--- src/hdl/dbf_field_value_decoder_core_assert.svh ---
// ----------------------------------------------------------------------------
// dbf field value decoder assertion macros
// clocked assertion helpers, empty when SYNTH is defined
// ----------------------------------------------------------------------------
`ifndef DBF_FIELD_VALUE_DECODER_CORE_ASSERT_SVH
`define DBF_FIELD_VALUE_DECODER_CORE_ASSERT_SVH

`ifndef SYNTH
`define DBF_ASSERT(label, prop, msg) \
	label: assert property (@(posedge clk) disable iff (!arst_n) prop) else $error(msg);
`define DBF_ASSERT_NEXT(label, ante, cons, msg) \
	label: assert property (@(posedge clk) disable iff (!arst_n) (ante) |=> (cons)) \
		else $error(msg);
`else
`define DBF_ASSERT(label, prop, msg)
`define DBF_ASSERT_NEXT(label, ante, cons, msg)
`endif

`endif

--- src/hdl/dbf_pkg.sv ---
// ----------------------------------------------------------------------------
// dbf field value decoder package
// shared types, codes and byte scan helpers
// ----------------------------------------------------------------------------
package dbf_pkg;

	localparam int MAX_FIELD_BYTES_DEF = 255;
	localparam int JOB_DEPTH_DEF       = 2;

	localparam logic [1:0] MODE_INT   = 2'd0;
	localparam logic [1:0] MODE_LOGIC = 2'd1;
	localparam logic [1:0] MODE_DATE  = 2'd2;

	localparam logic [1:0] REG_MODE   = 2'd0;
	localparam logic [1:0] REG_TRIM   = 2'd1;
	localparam logic [1:0] REG_NATIVE = 2'd2;

	localparam logic [2:0] PH_LEAD   = 3'd0;
	localparam logic [2:0] PH_SIGN   = 3'd1;
	localparam logic [2:0] PH_DIGITS = 3'd2;
	localparam logic [2:0] PH_TRAIL  = 3'd3;
	localparam logic [2:0] PH_DONE   = 3'd4;
	localparam logic [2:0] PH_BAD    = 3'd5;

	localparam logic [1:0] LG_MISSING = 2'd0;
	localparam logic [1:0] LG_FALSE   = 2'd2;
	localparam logic [1:0] LG_TRUE    = 2'd3;

	localparam logic [31:0] MAG_LIMIT = 32'h8000_0000;

	typedef struct packed {
		logic [7:0] field_byte;
		logic       first_byte;
		logic       last_byte;
	} byte_word_t;

	typedef struct packed {
		logic signed [31:0] decoded_value;
		logic               is_missing;
	} value_word_t;

	typedef struct packed {
		logic [1:0] target_mode;
		logic       trim_enable;
		logic       native_date_field;
	} cfg_t;

	typedef struct packed {
		logic [2:0]  phase;
		logic        neg;
		logic [31:0] mag;
		logic        ovf;
		logic [13:0] year;
		logic [6:0]  month;
		logic [6:0]  day;
		logic        bad;
		logic [1:0]  lcode;
	} scan_t;

	localparam scan_t SCAN_CLEAR = '{
		phase: PH_LEAD, neg: 1'b0, mag: 32'd0, ovf: 1'b0, year: 14'd0,
		month: 7'd0, day: 7'd0, bad: 1'b0, lcode: LG_MISSING
	};

	typedef struct packed {
		logic [1:0] mode;
		logic       native;
		scan_t      scan;
		logic       len_ge8;
	} job_t;

	function automatic logic is_ws(input logic [7:0] b);
		return (b == 8'd32) || (b >= 8'd9 && b <= 8'd13);
	endfunction

	function automatic logic is_dig(input logic [7:0] b);
		return (b >= 8'd48) && (b <= 8'd57);
	endfunction

	function automatic scan_t add_digit(input scan_t s, input logic [3:0] d);
		logic [35:0] v;
		scan_t r;
		r = s;
		v = ({4'b0, s.mag} << 3) + ({4'b0, s.mag} << 1) + {32'b0, d};
		if (v > {4'b0, MAG_LIMIT}) begin
			r.ovf = 1'b1;
			r.mag = MAG_LIMIT;
		end else begin
			r.mag = v[31:0];
		end
		return r;
	endfunction

	function automatic scan_t place_digit(input scan_t s, input logic [31:0] idx,
		input logic [3:0] d);
		scan_t r;
		r = s;
		if (idx < 32'd4)
			r.year = (s.year << 3) + (s.year << 1) + {10'b0, d};
		else if (idx < 32'd6)
			r.month = (s.month << 3) + (s.month << 1) + {3'b0, d};
		else if (idx < 32'd8)
			r.day = (s.day << 3) + (s.day << 1) + {3'b0, d};
		return r;
	endfunction

endpackage

--- src/hdl/dbf_field_value_decoder_core.sv ---
// ----------------------------------------------------------------------------
// dbf field value decoder core
// decodes one dbf record field, one byte per word, into one value word
// ----------------------------------------------------------------------------
// usage:
//  byte channel (byte_valid/byte_ready/byte_word) takes one field byte per
//  cycle with first/last marks; value channel (value_valid/value_ready/
//  value_word) gives one decoded value per field, after its last byte
//  config: cfg_write with cfg_index 0 mode, 1 trim, 2 native date, any time
//  the core is idle
//  path: a field's job passes the job queue, then sequencer steps S1 to S4
//  throughput: one byte per cycle while the job queue has room; the finish
//  sequencer steps through idle and S1 to S4 for every field, so short fields
//  are paced by it once the job queue (JOB_DEPTH entries) fills
//  reset: config returns to integer mode, trim on, native date on; any
//  partial field and queued jobs are dropped
//  stall: a held value word keeps the sequencer waiting; bytes are still
//  taken until the job queue is full, then byte_ready drops
// ----------------------------------------------------------------------------
module dbf_field_value_decoder_core #(
	parameter int MAX_FIELD_BYTES = dbf_pkg::MAX_FIELD_BYTES_DEF,
	parameter int JOB_DEPTH       = dbf_pkg::JOB_DEPTH_DEF
) (
	input  logic                 clk,
	input  logic                 arst_n,
	input  logic                 byte_valid,
	output logic                 byte_ready,
	input  dbf_pkg::byte_word_t  byte_word,
	output logic                 value_valid,
	input  logic                 value_ready,
	output dbf_pkg::value_word_t value_word,
	input  logic                 cfg_write,
	input  logic [1:0]           cfg_index,
	input  logic [1:0]           cfg_data
);
	import dbf_pkg::*;

	cfg_t cfg_q;
	job_t push_job;
	job_t pop_job;
	logic job_push;
	logic job_pop;
	logic job_full;
	logic job_empty;

	always_ff @(posedge clk or negedge arst_n) begin
		if (!arst_n) begin
			cfg_q.target_mode       <= MODE_INT;
			cfg_q.trim_enable       <= 1'b1;
			cfg_q.native_date_field <= 1'b1;
		end else if (cfg_write) begin
			case (cfg_index)
				REG_MODE:   cfg_q.target_mode       <= cfg_data;
				REG_TRIM:   cfg_q.trim_enable       <= cfg_data[0];
				REG_NATIVE: cfg_q.native_date_field <= cfg_data[0];
				default:    cfg_q                   <= cfg_q;
			endcase
		end
	end

	dbf_front #(
		.MAX_FIELD_BYTES(MAX_FIELD_BYTES)
	) u_front (
		.clk       (clk),
		.arst_n    (arst_n),
		.cfg       (cfg_q),
		.byte_valid(byte_valid),
		.byte_ready(byte_ready),
		.byte_word (byte_word),
		.job_push  (job_push),
		.job       (push_job),
		.job_full  (job_full)
	);

	dbf_fifo #(
		.DEPTH(JOB_DEPTH)
	) u_fifo (
		.clk     (clk),
		.arst_n  (arst_n),
		.push    (job_push),
		.push_job(push_job),
		.full    (job_full),
		.pop     (job_pop),
		.pop_job (pop_job),
		.empty   (job_empty)
	);

	dbf_back u_back (
		.clk        (clk),
		.arst_n     (arst_n),
		.job_empty  (job_empty),
		.job_pop    (job_pop),
		.job        (pop_job),
		.value_valid(value_valid),
		.value_ready(value_ready),
		.value_word (value_word)
	);

endmodule

--- src/hdl/dbf_front.sv ---
// ----------------------------------------------------------------------------
// dbf front end
// per byte scan of one field, queues a finish job at the last byte
// ----------------------------------------------------------------------------
module dbf_front #(
	parameter int MAX_FIELD_BYTES = dbf_pkg::MAX_FIELD_BYTES_DEF
) (
	input  logic                clk,
	input  logic                arst_n,
	input  dbf_pkg::cfg_t       cfg,
	input  logic                byte_valid,
	output logic                byte_ready,
	input  dbf_pkg::byte_word_t byte_word,
	output logic                job_push,
	output dbf_pkg::job_t       job,
	input  logic                job_full
);
	import dbf_pkg::*;

	localparam int LEN_W = $clog2(MAX_FIELD_BYTES + 1);
	localparam logic [LEN_W-1:0] LEN_MAX  = LEN_W'(MAX_FIELD_BYTES);
	localparam logic [LEN_W-1:0] LEN_DATE = LEN_W'(8);

	scan_t            scan_q;
	logic [LEN_W-1:0] len_q;
	scan_t            cur;
	scan_t            nxt;
	logic [LEN_W-1:0] pos;
	logic [LEN_W-1:0] nxt_len;
	logic [7:0]       b;
	logic [3:0]       d;
	logic             accept;

	assign byte_ready = !job_full;
	assign accept     = byte_valid && byte_ready;
	assign b          = byte_word.field_byte;
	assign d          = b[3:0];

	always_comb begin
		cur = byte_word.first_byte ? SCAN_CLEAR : scan_q;
		pos = byte_word.first_byte ? '0 : len_q;
		nxt = cur;

		if (pos == '0) begin
			if (b == "Y" || b == "y" || b == "T" || b == "t")
				nxt.lcode = LG_TRUE;
			else if (b == "N" || b == "n" || b == "F" || b == "f")
				nxt.lcode = LG_FALSE;
			else
				nxt.lcode = LG_MISSING;
		end

		if (cfg.target_mode == MODE_DATE && cfg.native_date_field) begin
			if (pos < LEN_DATE) begin
				if (is_dig(b))
					nxt = place_digit(nxt, 32'(pos), d);
				else
					nxt.bad = 1'b1;
			end
		end else if (pos < LEN_MAX) begin
			if (cfg.target_mode == MODE_INT) begin
				case (cur.phase)
					PH_LEAD: begin
						if (is_ws(b)) begin
							nxt.phase = PH_LEAD;
						end else if (b == "+" || b == "-") begin
							nxt.neg   = (b == "-");
							nxt.phase = PH_SIGN;
						end else if (is_dig(b)) begin
							nxt       = add_digit(nxt, d);
							nxt.phase = PH_DIGITS;
						end else begin
							nxt.phase = PH_BAD;
						end
					end
					PH_SIGN: begin
						if (is_dig(b)) begin
							nxt       = add_digit(nxt, d);
							nxt.phase = PH_DIGITS;
						end else begin
							nxt.phase = PH_BAD;
						end
					end
					PH_DIGITS: begin
						if (is_dig(b))
							nxt = add_digit(nxt, d);
						else if (b == 8'd0)
							nxt.phase = PH_DONE;
						else if (is_ws(b) && cfg.trim_enable)
							nxt.phase = PH_TRAIL;
						else
							nxt.phase = PH_BAD;
					end
					PH_TRAIL: begin
						if (!is_ws(b))
							nxt.phase = PH_BAD;
					end
					default: begin
						nxt.phase = cur.phase;
					end
				endcase
			end else if (cfg.target_mode == MODE_DATE) begin
				case (cur.phase)
					PH_LEAD: begin
						if (cfg.trim_enable && is_ws(b)) begin
							nxt.phase = PH_LEAD;
						end else if (is_dig(b)) begin
							nxt       = place_digit(nxt, 32'd0, d);
							nxt.mag   = 32'd1;
							nxt.phase = PH_DIGITS;
						end else begin
							nxt.phase = PH_BAD;
						end
					end
					PH_DIGITS: begin
						if (cur.mag < 32'd8) begin
							if (is_dig(b)) begin
								nxt     = place_digit(nxt, cur.mag, d);
								nxt.mag = cur.mag + 32'd1;
							end else begin
								nxt.phase = PH_BAD;
							end
						end else if (b == 8'd0) begin
							nxt.phase = PH_DONE;
						end else if (is_ws(b) && cfg.trim_enable) begin
							nxt.phase = PH_TRAIL;
						end else begin
							nxt.phase = PH_BAD;
						end
					end
					PH_TRAIL: begin
						if (!is_ws(b))
							nxt.phase = PH_BAD;
					end
					default: begin
						nxt.phase = cur.phase;
					end
				endcase
			end
		end

		nxt_len = (pos < LEN_MAX) ? pos + LEN_W'(1) : pos;
	end

	assign job_push = accept && byte_word.last_byte;

	always_comb begin
		job.mode    = cfg.target_mode;
		job.native  = cfg.native_date_field;
		job.scan    = nxt;
		job.len_ge8 = (nxt_len >= LEN_DATE);
	end

	always_ff @(posedge clk or negedge arst_n) begin
		if (!arst_n) begin
			scan_q <= SCAN_CLEAR;
			len_q  <= '0;
		end else if (accept) begin
			if (byte_word.last_byte) begin
				scan_q <= SCAN_CLEAR;
				len_q  <= '0;
			end else begin
				scan_q <= nxt;
				len_q  <= nxt_len;
			end
		end
	end

endmodule

--- src/hdl/dbf_fifo.sv ---
// ----------------------------------------------------------------------------
// dbf job queue
// small flop queue of finish jobs between front and back end
// ----------------------------------------------------------------------------
`include "dbf_field_value_decoder_core_assert.svh"

module dbf_fifo #(
	parameter int DEPTH = dbf_pkg::JOB_DEPTH_DEF
) (
	input  logic          clk,
	input  logic          arst_n,
	input  logic          push,
	input  dbf_pkg::job_t push_job,
	output logic          full,
	input  logic          pop,
	output dbf_pkg::job_t pop_job,
	output logic          empty
);
	import dbf_pkg::*;

	localparam int PW = (DEPTH > 1) ? $clog2(DEPTH) : 1;
	localparam int CW = $clog2(DEPTH + 1);
	localparam logic [PW-1:0] PTR_LAST = PW'(DEPTH - 1);
	localparam logic [CW-1:0] CNT_FULL = CW'(DEPTH);

	job_t          mem_q [DEPTH];
	logic [PW-1:0] wr_q;
	logic [PW-1:0] rd_q;
	logic [CW-1:0] count_q;

	assign full    = (count_q == CNT_FULL);
	assign empty   = (count_q == '0);
	assign pop_job = mem_q[rd_q];

	always_ff @(posedge clk) begin
		if (push)
			mem_q[wr_q] <= push_job;
	end

	always_ff @(posedge clk or negedge arst_n) begin
		if (!arst_n) begin
			wr_q    <= '0;
			rd_q    <= '0;
			count_q <= '0;
		end else begin
			if (push)
				wr_q <= (wr_q == PTR_LAST) ? '0 : wr_q + PW'(1);
			if (pop)
				rd_q <= (rd_q == PTR_LAST) ? '0 : rd_q + PW'(1);
			if (push && !pop)
				count_q <= count_q + CW'(1);
			else if (pop && !push)
				count_q <= count_q - CW'(1);
		end
	end

	`DBF_ASSERT(a_fifo_no_overflow, push |-> !full, "job pushed into full queue")
	`DBF_ASSERT(a_fifo_no_underflow, pop |-> !empty, "job popped from empty queue")
	`DBF_ASSERT(a_fifo_count_bound, count_q <= CNT_FULL, "queue count beyond depth")

endmodule

--- src/hdl/dbf_back.sv ---
// ----------------------------------------------------------------------------
// dbf back end
// finish sequencer: integer and logical checks, days-from-civil, result register
// ----------------------------------------------------------------------------
`include "dbf_field_value_decoder_core_assert.svh"

module dbf_back (
	input  logic                 clk,
	input  logic                 arst_n,
	input  logic                 job_empty,
	output logic                 job_pop,
	input  dbf_pkg::job_t        job,
	output logic                 value_valid,
	input  logic                 value_ready,
	output dbf_pkg::value_word_t value_word
);
	import dbf_pkg::*;

	localparam logic [2:0] B_IDLE = 3'd0;
	localparam logic [2:0] B_S1   = 3'd1;
	localparam logic [2:0] B_S2   = 3'd2;
	localparam logic [2:0] B_S3   = 3'd3;
	localparam logic [2:0] B_S4   = 3'd4;

	logic [2:0]         state_q;
	job_t               job_q;
	logic signed [15:0] y_q;
	logic [29:0]        prod_q;
	logic [15:0]        t_q;
	logic               ok_q;
	logic               date_q;
	logic [31:0]        val_q;
	logic signed [5:0]  era_q;
	logic [8:0]         yoe_q;
	logic [9:0]         doy_q;
	logic [17:0]        doe_q;
	logic               value_valid_q;
	value_word_t        value_word_q;

	// stage 1 terms
	logic [6:0]         mon;
	logic [6:0]         dy;
	logic signed [15:0] y_d;
	logic [13:0]        y_pos;
	logic [29:0]        prod_d;
	logic [7:0]         mp;
	logic [15:0]        t_d;
	logic               int_ok;
	logic [31:0]        int_val;
	logic               shape_ok;
	logic               range_ok;
	logic               ok_d;
	logic [31:0]        val_d;
	// stage 2 terms
	logic signed [5:0]  era_d;
	logic signed [15:0] era_x;
	logic signed [15:0] yoe_w;
	logic [30:0]        tq;
	logic [14:0]        doy_w;
	// stage 3 terms
	logic [17:0]        y365;
	logic [15:0]        y41;
	logic [17:0]        doe_d;
	// stage 4 terms
	logic signed [31:0] days;
	logic               out_free;

	assign job_pop     = (state_q == B_IDLE) && !job_empty;
	assign out_free    = !value_valid_q || value_ready;
	assign value_valid = value_valid_q;
	assign value_word  = value_word_q;

	always_comb begin
		mon    = job_q.scan.month;
		dy     = job_q.scan.day;
		y_d    = $signed({2'b0, job_q.scan.year}) - ((mon <= 7'd2) ? 16'sd1 : 16'sd0);
		y_pos  = y_d[15] ? 14'd0 : y_d[13:0];
		prod_d = {16'b0, y_pos} * 30'd41944;
		mp     = (mon > 7'd2) ? {1'b0, mon} - 8'd3 : {1'b0, mon} + 8'd9;
		t_d    = {8'b0, mp} * 16'd153 + 16'd2;

		int_ok = (job_q.scan.phase inside {PH_DIGITS, PH_DONE, PH_TRAIL}) &&
			!job_q.scan.ovf && (job_q.scan.neg || job_q.scan.mag < MAG_LIMIT);
		int_val = job_q.scan.neg ? 32'd0 - job_q.scan.mag : job_q.scan.mag;

		if (job_q.native)
			shape_ok = job_q.len_ge8 && !job_q.scan.bad;
		else
			shape_ok = (job_q.scan.phase == PH_DONE) || (job_q.scan.phase == PH_TRAIL) ||
				(job_q.scan.phase == PH_DIGITS && job_q.scan.mag == 32'd8);
		range_ok = (mon >= 7'd1) && (mon <= 7'd12) && (dy >= 7'd1) && (dy <= 7'd31);

		case (job_q.mode)
			MODE_INT: begin
				ok_d  = int_ok;
				val_d = int_val;
			end
			MODE_LOGIC: begin
				ok_d  = (job_q.scan.lcode != LG_MISSING);
				val_d = (job_q.scan.lcode == LG_TRUE) ? 32'd1 : 32'd0;
			end
			MODE_DATE: begin
				ok_d  = shape_ok && range_ok;
				val_d = 32'd0;
			end
			default: begin
				ok_d  = 1'b0;
				val_d = 32'd0;
			end
		endcase
	end

	always_comb begin
		era_d = y_q[15] ? -6'sd1 : $signed(prod_q[29:24]);
		era_x = 16'(era_d);
		yoe_w = y_q - era_x * 16'sd400;
		tq    = {15'b0, t_q} * 31'd13108;
		doy_w = tq[30:16] + {8'b0, job_q.scan.day} - 15'd1;

		y365  = {9'b0, yoe_q} * 18'd365;
		y41   = {7'b0, yoe_q} * 16'd41;
		doe_d = y365 + 18'(yoe_q >> 2) - 18'(y41[15:12]) + 18'(doy_q);

		days  = 32'(era_q) * 32'sd146097 + $signed({14'b0, doe_q}) - 32'sd719468;
	end

	always_ff @(posedge clk) begin
		case (state_q)
			B_IDLE: begin
				if (!job_empty)
					job_q <= job;
			end
			B_S1: begin
				y_q    <= y_d;
				prod_q <= prod_d;
				t_q    <= t_d;
				ok_q   <= ok_d;
				val_q  <= val_d;
				date_q <= (job_q.mode == MODE_DATE);
			end
			B_S2: begin
				era_q <= era_d;
				yoe_q <= yoe_w[8:0];
				doy_q <= doy_w[9:0];
			end
			B_S3: begin
				doe_q <= doe_d;
			end
			B_S4: begin
				if (out_free) begin
					value_word_q.decoded_value <= !ok_q ? 32'sd0 :
						(date_q ? days : $signed(val_q));
					value_word_q.is_missing <= !ok_q;
				end
			end
			default: begin
				doe_q <= doe_q;
			end
		endcase
	end

	always_ff @(posedge clk or negedge arst_n) begin
		if (!arst_n) begin
			state_q       <= B_IDLE;
			value_valid_q <= 1'b0;
		end else begin
			case (state_q)
				B_IDLE: begin
					if (!job_empty)
						state_q <= B_S1;
				end
				B_S1: state_q <= B_S2;
				B_S2: state_q <= B_S3;
				B_S3: state_q <= B_S4;
				B_S4: begin
					if (out_free)
						state_q <= B_IDLE;
				end
				default: state_q <= B_IDLE;
			endcase
			if (state_q == B_S4 && out_free)
				value_valid_q <= 1'b1;
			else if (value_ready)
				value_valid_q <= 1'b0;
		end
	end

	`DBF_ASSERT(a_missing_is_zero, value_valid && value_word.is_missing |-> value_word.decoded_value == 32'sd0, "missing word carries nonzero value")
	`DBF_ASSERT(a_result_from_s4, $rose(value_valid) |-> $past(state_q) == B_S4, "result word not produced by final step")
	`DBF_ASSERT_NEXT(a_s1_after_pop, job_pop, state_q == B_S1, "popped job did not start sequencer")

endmodule
--- config.mk ---
export PLATFORM = sky130hd
export DESIGN_NAME = dbf_field_value_decoder_core
export DESIGN_NICKNAME = d
export VERILOG_FILES = /design/src/hdl/dbf_pkg.sv /design/src/hdl/dbf_field_value_decoder_core.sv /design/src/hdl/dbf_front.sv /design/src/hdl/dbf_fifo.sv /design/src/hdl/dbf_back.sv
export VERILOG_INCLUDE_DIRS = /design/src /design/src/hdl
export SDC_FILE = /design/constraint.sdc
export NUM_CORES = 2
export LEC_CHECK = 0
export BUFFER_PORTS_ARGS = -buffer_cell sky130_fd_sc_hd__clkbuf_2
export CELL_PAD_IN_SITES_DETAIL_PLACEMENT = 0
export CELL_PAD_IN_SITES_GLOBAL_PLACEMENT = 1
export CORE_ASPECT_RATIO = 1.2
export CORE_MARGIN = 2
export CORE_UTILIZATION = 30
export DETAILED_ROUTE_END_ITERATION = 12
export HOLD_SLACK_MARGIN = 0.05
export PLACE_DENSITY = 0.52
export REMOVE_ABC_BUFFERS = 1
export SYNTH_ARGS = -nofsm -noshare
export SYNTH_HDL_FRONTEND = slang
export SYNTH_SLANG_ARGS = --single-unit
--- constraint.sdc ---
create_clock -name clk -period 14.4 [get_ports clk]
set_input_delay 0.72 -clock clk [delete_from_list [all_inputs] [get_ports clk]]
set_output_delay 0.72 -clock clk [all_outputs]
set_load 0.05 [all_outputs]
Yosys cells after proc, flatten, opt, wreduce, memory -nomap -nowiden. Memory sizes are Yosys's and may differ from the RTL's. A register that Yosys moved wholly into a read port is not among the register bits. Index checks and enable logic that the tools add are counted.

Output and inout bits: 35. Register bits after elaboration: 257. Memory bits (writable): 144. Logic and storage cells: 243. Input bits: 19. Memories: 1.

Eq/ne operators: 31. $add $sub $neg: 27. Bitwise logic cells: 1. Reduce and logical (&&, ||, !) cells: 57. Mux-type cells: 68. Order comparisons: 21. Multipliers: 7.

Memories: u_fifo.mem_q (words 2, width 72, rd ports 1, clocked after Yosys merged registers in 1, wr ports 1, RTL line dbf_fifo.sv:26) `job_t mem_q [DEPTH];`.

Operators with widths (number): $mux 68 (6); $mux 64 (6); $pmux 65 s2 (1); $pmux 64 s2 (1); $mux 32 (3); $mux 14 (5); $mux 65 (1); $eq 8x7->1 const B (8); $lt 32x3->1 const B (2); $pmux 32 s2 (1); $add 35x33->36 (1); $add 36x4->36 (1); $gt 36x32->1 const B (1); $mux 7 (5); $mux 3 (11); $add 32x1->32 const B (1); $add 32x19->32 (1); $eq 32x4->1 const B (1); $lt 32x32->1 const B (1); $lt 32x4->1 const B (1); $mux 8 (4); $sub 1x32->32 const A (1); $sub 32x21->32 const B (1); $mux 31 (1); other kinds (65) (147).

Longest topological paths before layout.
Depth in word-level cells: 15. Depth in mapped cells: 38. Depth with buffers taken out: 38.

Cells and area by module. Synthesis repeated with hierarchy kept, for this count alone.

Cells, all modules: 3630. Area total of the unflattened synthesis: 38222.9 um^2.

Modules (own cells, without submodules): dbf_back (area an instance 22515.3 um^2, cells each 2091, sequential area each 6526.3 um^2, instances 1); dbf_front (area an instance 9800.6 um^2, cells each 1288, sequential area each 1901.8 um^2, instances 1); dbf_fifo (area an instance 5731.7 um^2, cells each 240, sequential area each 4424.2 um^2, instances 1); dbf_field_value_decoder_core (area an instance 175.2 um^2, cells each 11, sequential area each 102.6 um^2, instances 1).

Least setup slack after synthesis. Ideal clock, no wire load.

Path type: reg-to-reg. From: register u_back.yoe_q[1]. To: register u_back.doe_q[17] (data pin). Period minus slack after synthesis: 7.459 ns. Arrival: 7.199 ns. Stages on the path, launching flop included: 35. Buffers on the path: 0. Required time: 14.140 ns. Library setup time: 0.260 ns. Slack: 6.941 ns. Cell sequence: edfxtp_1 ha_1 inv_1 fa_1 inv_1 ha_1 ha_1 nand4_1 o21bai_1 a21o_1 a21o_1 a21o_1 a21o_1 a21oi_1 nor2b_1 o21a_1 or2_2 ha_1 inv_1 fa_1 fa_1 fa_1 inv_1 ha_1 a21o_1 a21oi_1 o21ai_0 a21oi_1 o21ai_0 a21oi_1 o21ai_0 o41ai_1 o2111ai_1 a21oi_1 xnor2_1.

Longest elaborated chain between the ends: 4. Elaborated cells on any way between the ends: 5. Those cells by class: add/sub (3); mul (2).

Ends and longest elaborated chain: start, declared (RTL line dbf_back.sv:34) `logic [8:0] yoe_q;`; start signal, assigned (RTL line dbf_back.sv:143) `yoe_q <= yoe_w[8:0];`; $mul 9x9->18 (RTL line dbf_back.sv:120) `y365 = {9'b0, yoe_q} * 18'd365;`; $add 18x7->18 (RTL line dbf_back.sv:122) `doe_d = y365 + 18'(yoe_q >> 2) - 18'(y41[15:12]) + 18'(doy_q);`; $sub 18x3->18 (*) (RTL line dbf_back.sv:122); $add 18x10->18 (*) (RTL line dbf_back.sv:122); net u_back.doe_d[17] (RTL line dbf_back.sv:63) `logic [17:0] doe_d;`; end signal, assigned (RTL line dbf_back.sv:147) `doe_q <= doe_d;`; end signal, assigned (RTL line dbf_back.sv:157) `doe_q <= doe_q;`; end, declared (RTL line dbf_back.sv:36) `logic [17:0] doe_q;`.

Mark *: on every way through the listed nets, which the timed path passes. The rest lies on a longest branch. A chain may end at the register's enable or synchronous reset.

Final worst setup path. Same ends and word-level chain as after synthesis.

==> results.sh <==
export IMPL_status="complete, no violations"
export IMPL_grt_busiest_layer="met2"
export IMPL_async_flop_share_pct=19.7
export IMPL_drc=0
export IMPL_cts_tree="yes"
export IMPL_min_from="cfg_data[1]"
export IMPL_tightest_slew_ns=1.12
export IMPL_rsz0062_at_grt="no"
export IMPL_reg2reg_from="u_back.yoe_q[1]"
export IMPL_cp_data_required_time_ns=14.76
export IMPL_initial_core_util_pct=30.3
export IMPL_cts_buffers_inserted=52
export IMPL_critPathCaptureType="register"
export IMPL_netlist_instances=3646
export IMPL_cp_start_kind="register"
export IMPL_finalHoldViolCount=0
export IMPL_tns_ns=0
export IMPL_r2r_slack_ns=6.26
export IMPL_finalClockSkew_ns=0.0188
export IMPL_clock_sinks=446
export IMPL_post_cts_buffers=0
export IMPL_drtIter0Drc=1247
export IMPL_place_area_um2=40100
export IMPL_drt_total_wl_um=99100
export IMPL_hp_class="in2reg"
export IMPL_critPathKind="reg2reg"
export IMPL_nets=4452
export IMPL_core_um2=125000
export IMPL_yosysWarnings=0
export IMPL_drv_cap=0
export IMPL_met2_usage_pct=26.3
export IMPL_avgSynthCellArea_um2=10.4
export IMPL_whs_ns=0.348
export IMPL_yosysSeqAreaShare_pct=34.2
export IMPL_post_place_cells=5282
export IMPL_antenna_found_initial=0
export IMPL_clk_path_buf_depth=3
export IMPL_grt_pass1_vias=26800
export IMPL_use_met3_pct=1.50
export IMPL_worst_path_max_delay_cell="fa_1"
export IMPL_grt_max_degree=73
export IMPL_firstDrtPassIters=5
export IMPL_maxSlewViolCount=0
export IMPL_hold_end="cfg_q[3]"
export IMPL_cts_repair_resized=0
export IMPL_synth_edf_count=358
export IMPL_finalCriticalPeriod_ns=8.14
export IMPL_gp_congestion=0.819
export IMPL_holdPathStages=2
export IMPL_syn_cell_area_um2=37900
export IMPL_dieHeight_um=393
export IMPL_routed_via_density=4.82
export IMPL_num_rows=142
export IMPL_die_x_um=328
export IMPL_drtAntennaViolNets=0
export IMPL_grt_usage_pct=15.5
export IMPL_worstReg2RegEnd="u_back.doe_q[17]"
export IMPL_overflow=0
export IMPL_synth_distinct_cells=87
export IMPL_max_stage_delay_ns=0.60
export IMPL_setup_viol=0
export IMPL_ys_flop_type="edfxtp_1"
export IMPL_io_buffers=53
export IMPL_reg2reg_depth=34
export IMPL_pin_count=54
export IMPL_area_growth_pct=10.3
export IMPL_post_route_period_util_pct=56.5
export IMPL_htreeDepth=2
export IMPL_dp_hpwl_um=78000
export IMPL_fmaxAchievable_ghz=0.123
export IMPL_wl_per_cell_um=18.4
export IMPL_grtUsageMet1_pct=21.0
export IMPL_grt_pass1_wl_um=156000
export IMPL_synth_seq_cells=446
export IMPL_ctsHoldBuffers=1
export IMPL_relSlewSlack_pct=25.2
export IMPL_path_max_fanout=9
export IMPL_vias=25900
export IMPL_stdcell_count=5380
export IMPL_cts_root_buf="clkbuf_16"
export IMPL_die_area_um2=129000
export IMPL_layout_drive_gt1_share_pct=8.14
export IMPL_clk_pin_slew_ns=0.07
export IMPL_final_cell_area_um2=41800
export IMPL_critPathArrivalTime_ns=8.50
export IMPL_clk_latency_ns=0.62
## synth_stat cells (all sizes together) (10+ instances only)
| cell | count | area share (%) |
|---|---|---|
| o21a | 19 | 0.38 |
| a21o | 46 | 0.91 |
| nand4 | 24 | 0.40 |
| clkbuf | 86 | 0.85 |
| or4 | 10 | 0.20 |
| nor2 | 207 | 2.1 |
| nor2b | 70 | 1.2 |
| o211ai | 19 | 0.38 |
| mux2i | 22 | 0.58 |
| a21oi | 172 | 2.3 |
| inv | 517 | 5.1 |
| o22ai | 11 | 0.18 |
| a31oi | 34 | 0.56 |
| a211o | 15 | 0.35 |
| dfrtp | 86 | 5.7 |
| a211oi | 22 | 0.47 |
| edfxtp | 358 | 28 |
| xor2 | 75 | 1.7 |
| nor3 | 62 | 0.83 |
| xnor2 | 109 | 2.5 |
| o21bai | 18 | 0.36 |
| nand2b | 30 | 0.50 |
| a22o | 42 | 0.97 |
| mux2 | 85 | 2.5 |
| fa | 209 | 11 |
| ha | 543 | 18 |
| nand2 | 235 | 2.3 |
| or3 | 25 | 0.43 |
| nand3 | 45 | 0.59 |
| o31ai | 41 | 0.89 |
| o21ai | 156 | 2.1 |
| or2 | 22 | 0.36 |
| and2 | 26 | 0.43 |
| and3 | 16 | 0.26 |
| a21boi | 15 | 0.30 |
| buf | 15 | 0.18 |
| nor4 | 19 | 0.31 |
| a22oi | 14 | 0.28 |
## per-layer routing
metal | wire (um) | share of wire, %
met1 | 46200 | 47
met3 | 2920 | 3.0
met4 | 2360 | 2.4
met2 | 47600 | 48
met5 | 0 | 0
## cells by family after synthesis
family / synth area share (%)
compound gates: 12.7
flops: 34.2
fa+ha+maj: 29.0
xor+xnor: 4.26
buf+inv: 6.15
mux: 3.11
simple gates: 10.5
## metrics by stage
stage	utilization, %	setup slack, ns
2_1_floorplan	-	6.94
3_3_place_gp	32.0	6.28
3_5_place_dp	32.0	6.24
4_1_cts	33.4	6.22
5_1_grt	33.4	5.51
6_report	33.4	6.26
## worst max path at each step
stage                          from                to
floorplan           u_back.yoe_q[1]  u_back.doe_q[17]
global placement    u_back.yoe_q[3]  u_back.doe_q[17]
detailed placement  u_back.yoe_q[3]  u_back.doe_q[16]
CTS                 u_back.yoe_q[1]  u_back.doe_q[17]
global route        u_back.yoe_q[1]  u_back.doe_q[16]
finish              u_back.yoe_q[1]  u_back.doe_q[17]
## critical path, delay by kind of cell (launching register included)
| kind | cells | cell delay, ns |
|---|---|---|
| flip-flops | 1 | 0.58 |
| AND/OR/NAND/NOR | 3 | 0.48 |
| AO/OA/AOI/OAI | 17 | 3.37 |
| XOR/XNOR | 1 | 0.08 |
| adder cells (fa/ha/maj) | 9 | 3.14 |
| buffers and inverters | 4 | 0.21 |
## layout make-up
class	count	area [um^2]
Antenna cell	1	2.50
Clock buffer	68	1410
Clock inverter	28	273
Fill cell	12900	83300
Inverter	517	1940
Multi-Input combinational cell	2582	22600
Sequential cell	446	13000
Tap cell	1656	2070
Timing Repair Buffer	82	488
## registers in the layout (all words and copies together) (netlist names), 2 cells and up
signal,flops
u_front.scan_q,68
u_back.yoe_q,9
u_back.t_q,16
u_back.val_q,32
u_back.doy_q,10
u_back.mon,7
u_back.value_word,33
u_back.era_q,6
u_back.dy,7
u_back.state_q,3
u_fifo.count_q,2
u_back.job_q,58
u_back.doe_q,18
u_fifo.mem_q,144
cfg_q,4
u_back.prod_q,6
u_front.len_q,8
u_back.y_q,10
## layout by cell type, fill, tap and decap left out, types with 42 or more instances in the layout
master / Yosys / final
ha_1: 543 / 543
fa_1: 209 / 209
a22o_1: 42 / 42
clkbuf_16: 0 / 52
clkbuf_2: 0 / 51
xor2_1: 75 / 75
o21ai_0: 153 / 153
nand2_1: 235 / 234
xnor2_1: 109 / 109
inv_1: 516 / 515
dfrtp_1: 86 / 85
nor2b_1: 70 / 70
nor3_1: 61 / 61
nor2_1: 207 / 205
a21o_1: 46 / 46
edfxtp_1: 358 / 358
a21oi_1: 171 / 171
nand3_1: 45 / 45
mux2_2: 85 / 85
Power is left out: the tool's default activity adds up to more than one toggle a clock period on the data nets, which glitch-free logic cannot reach.
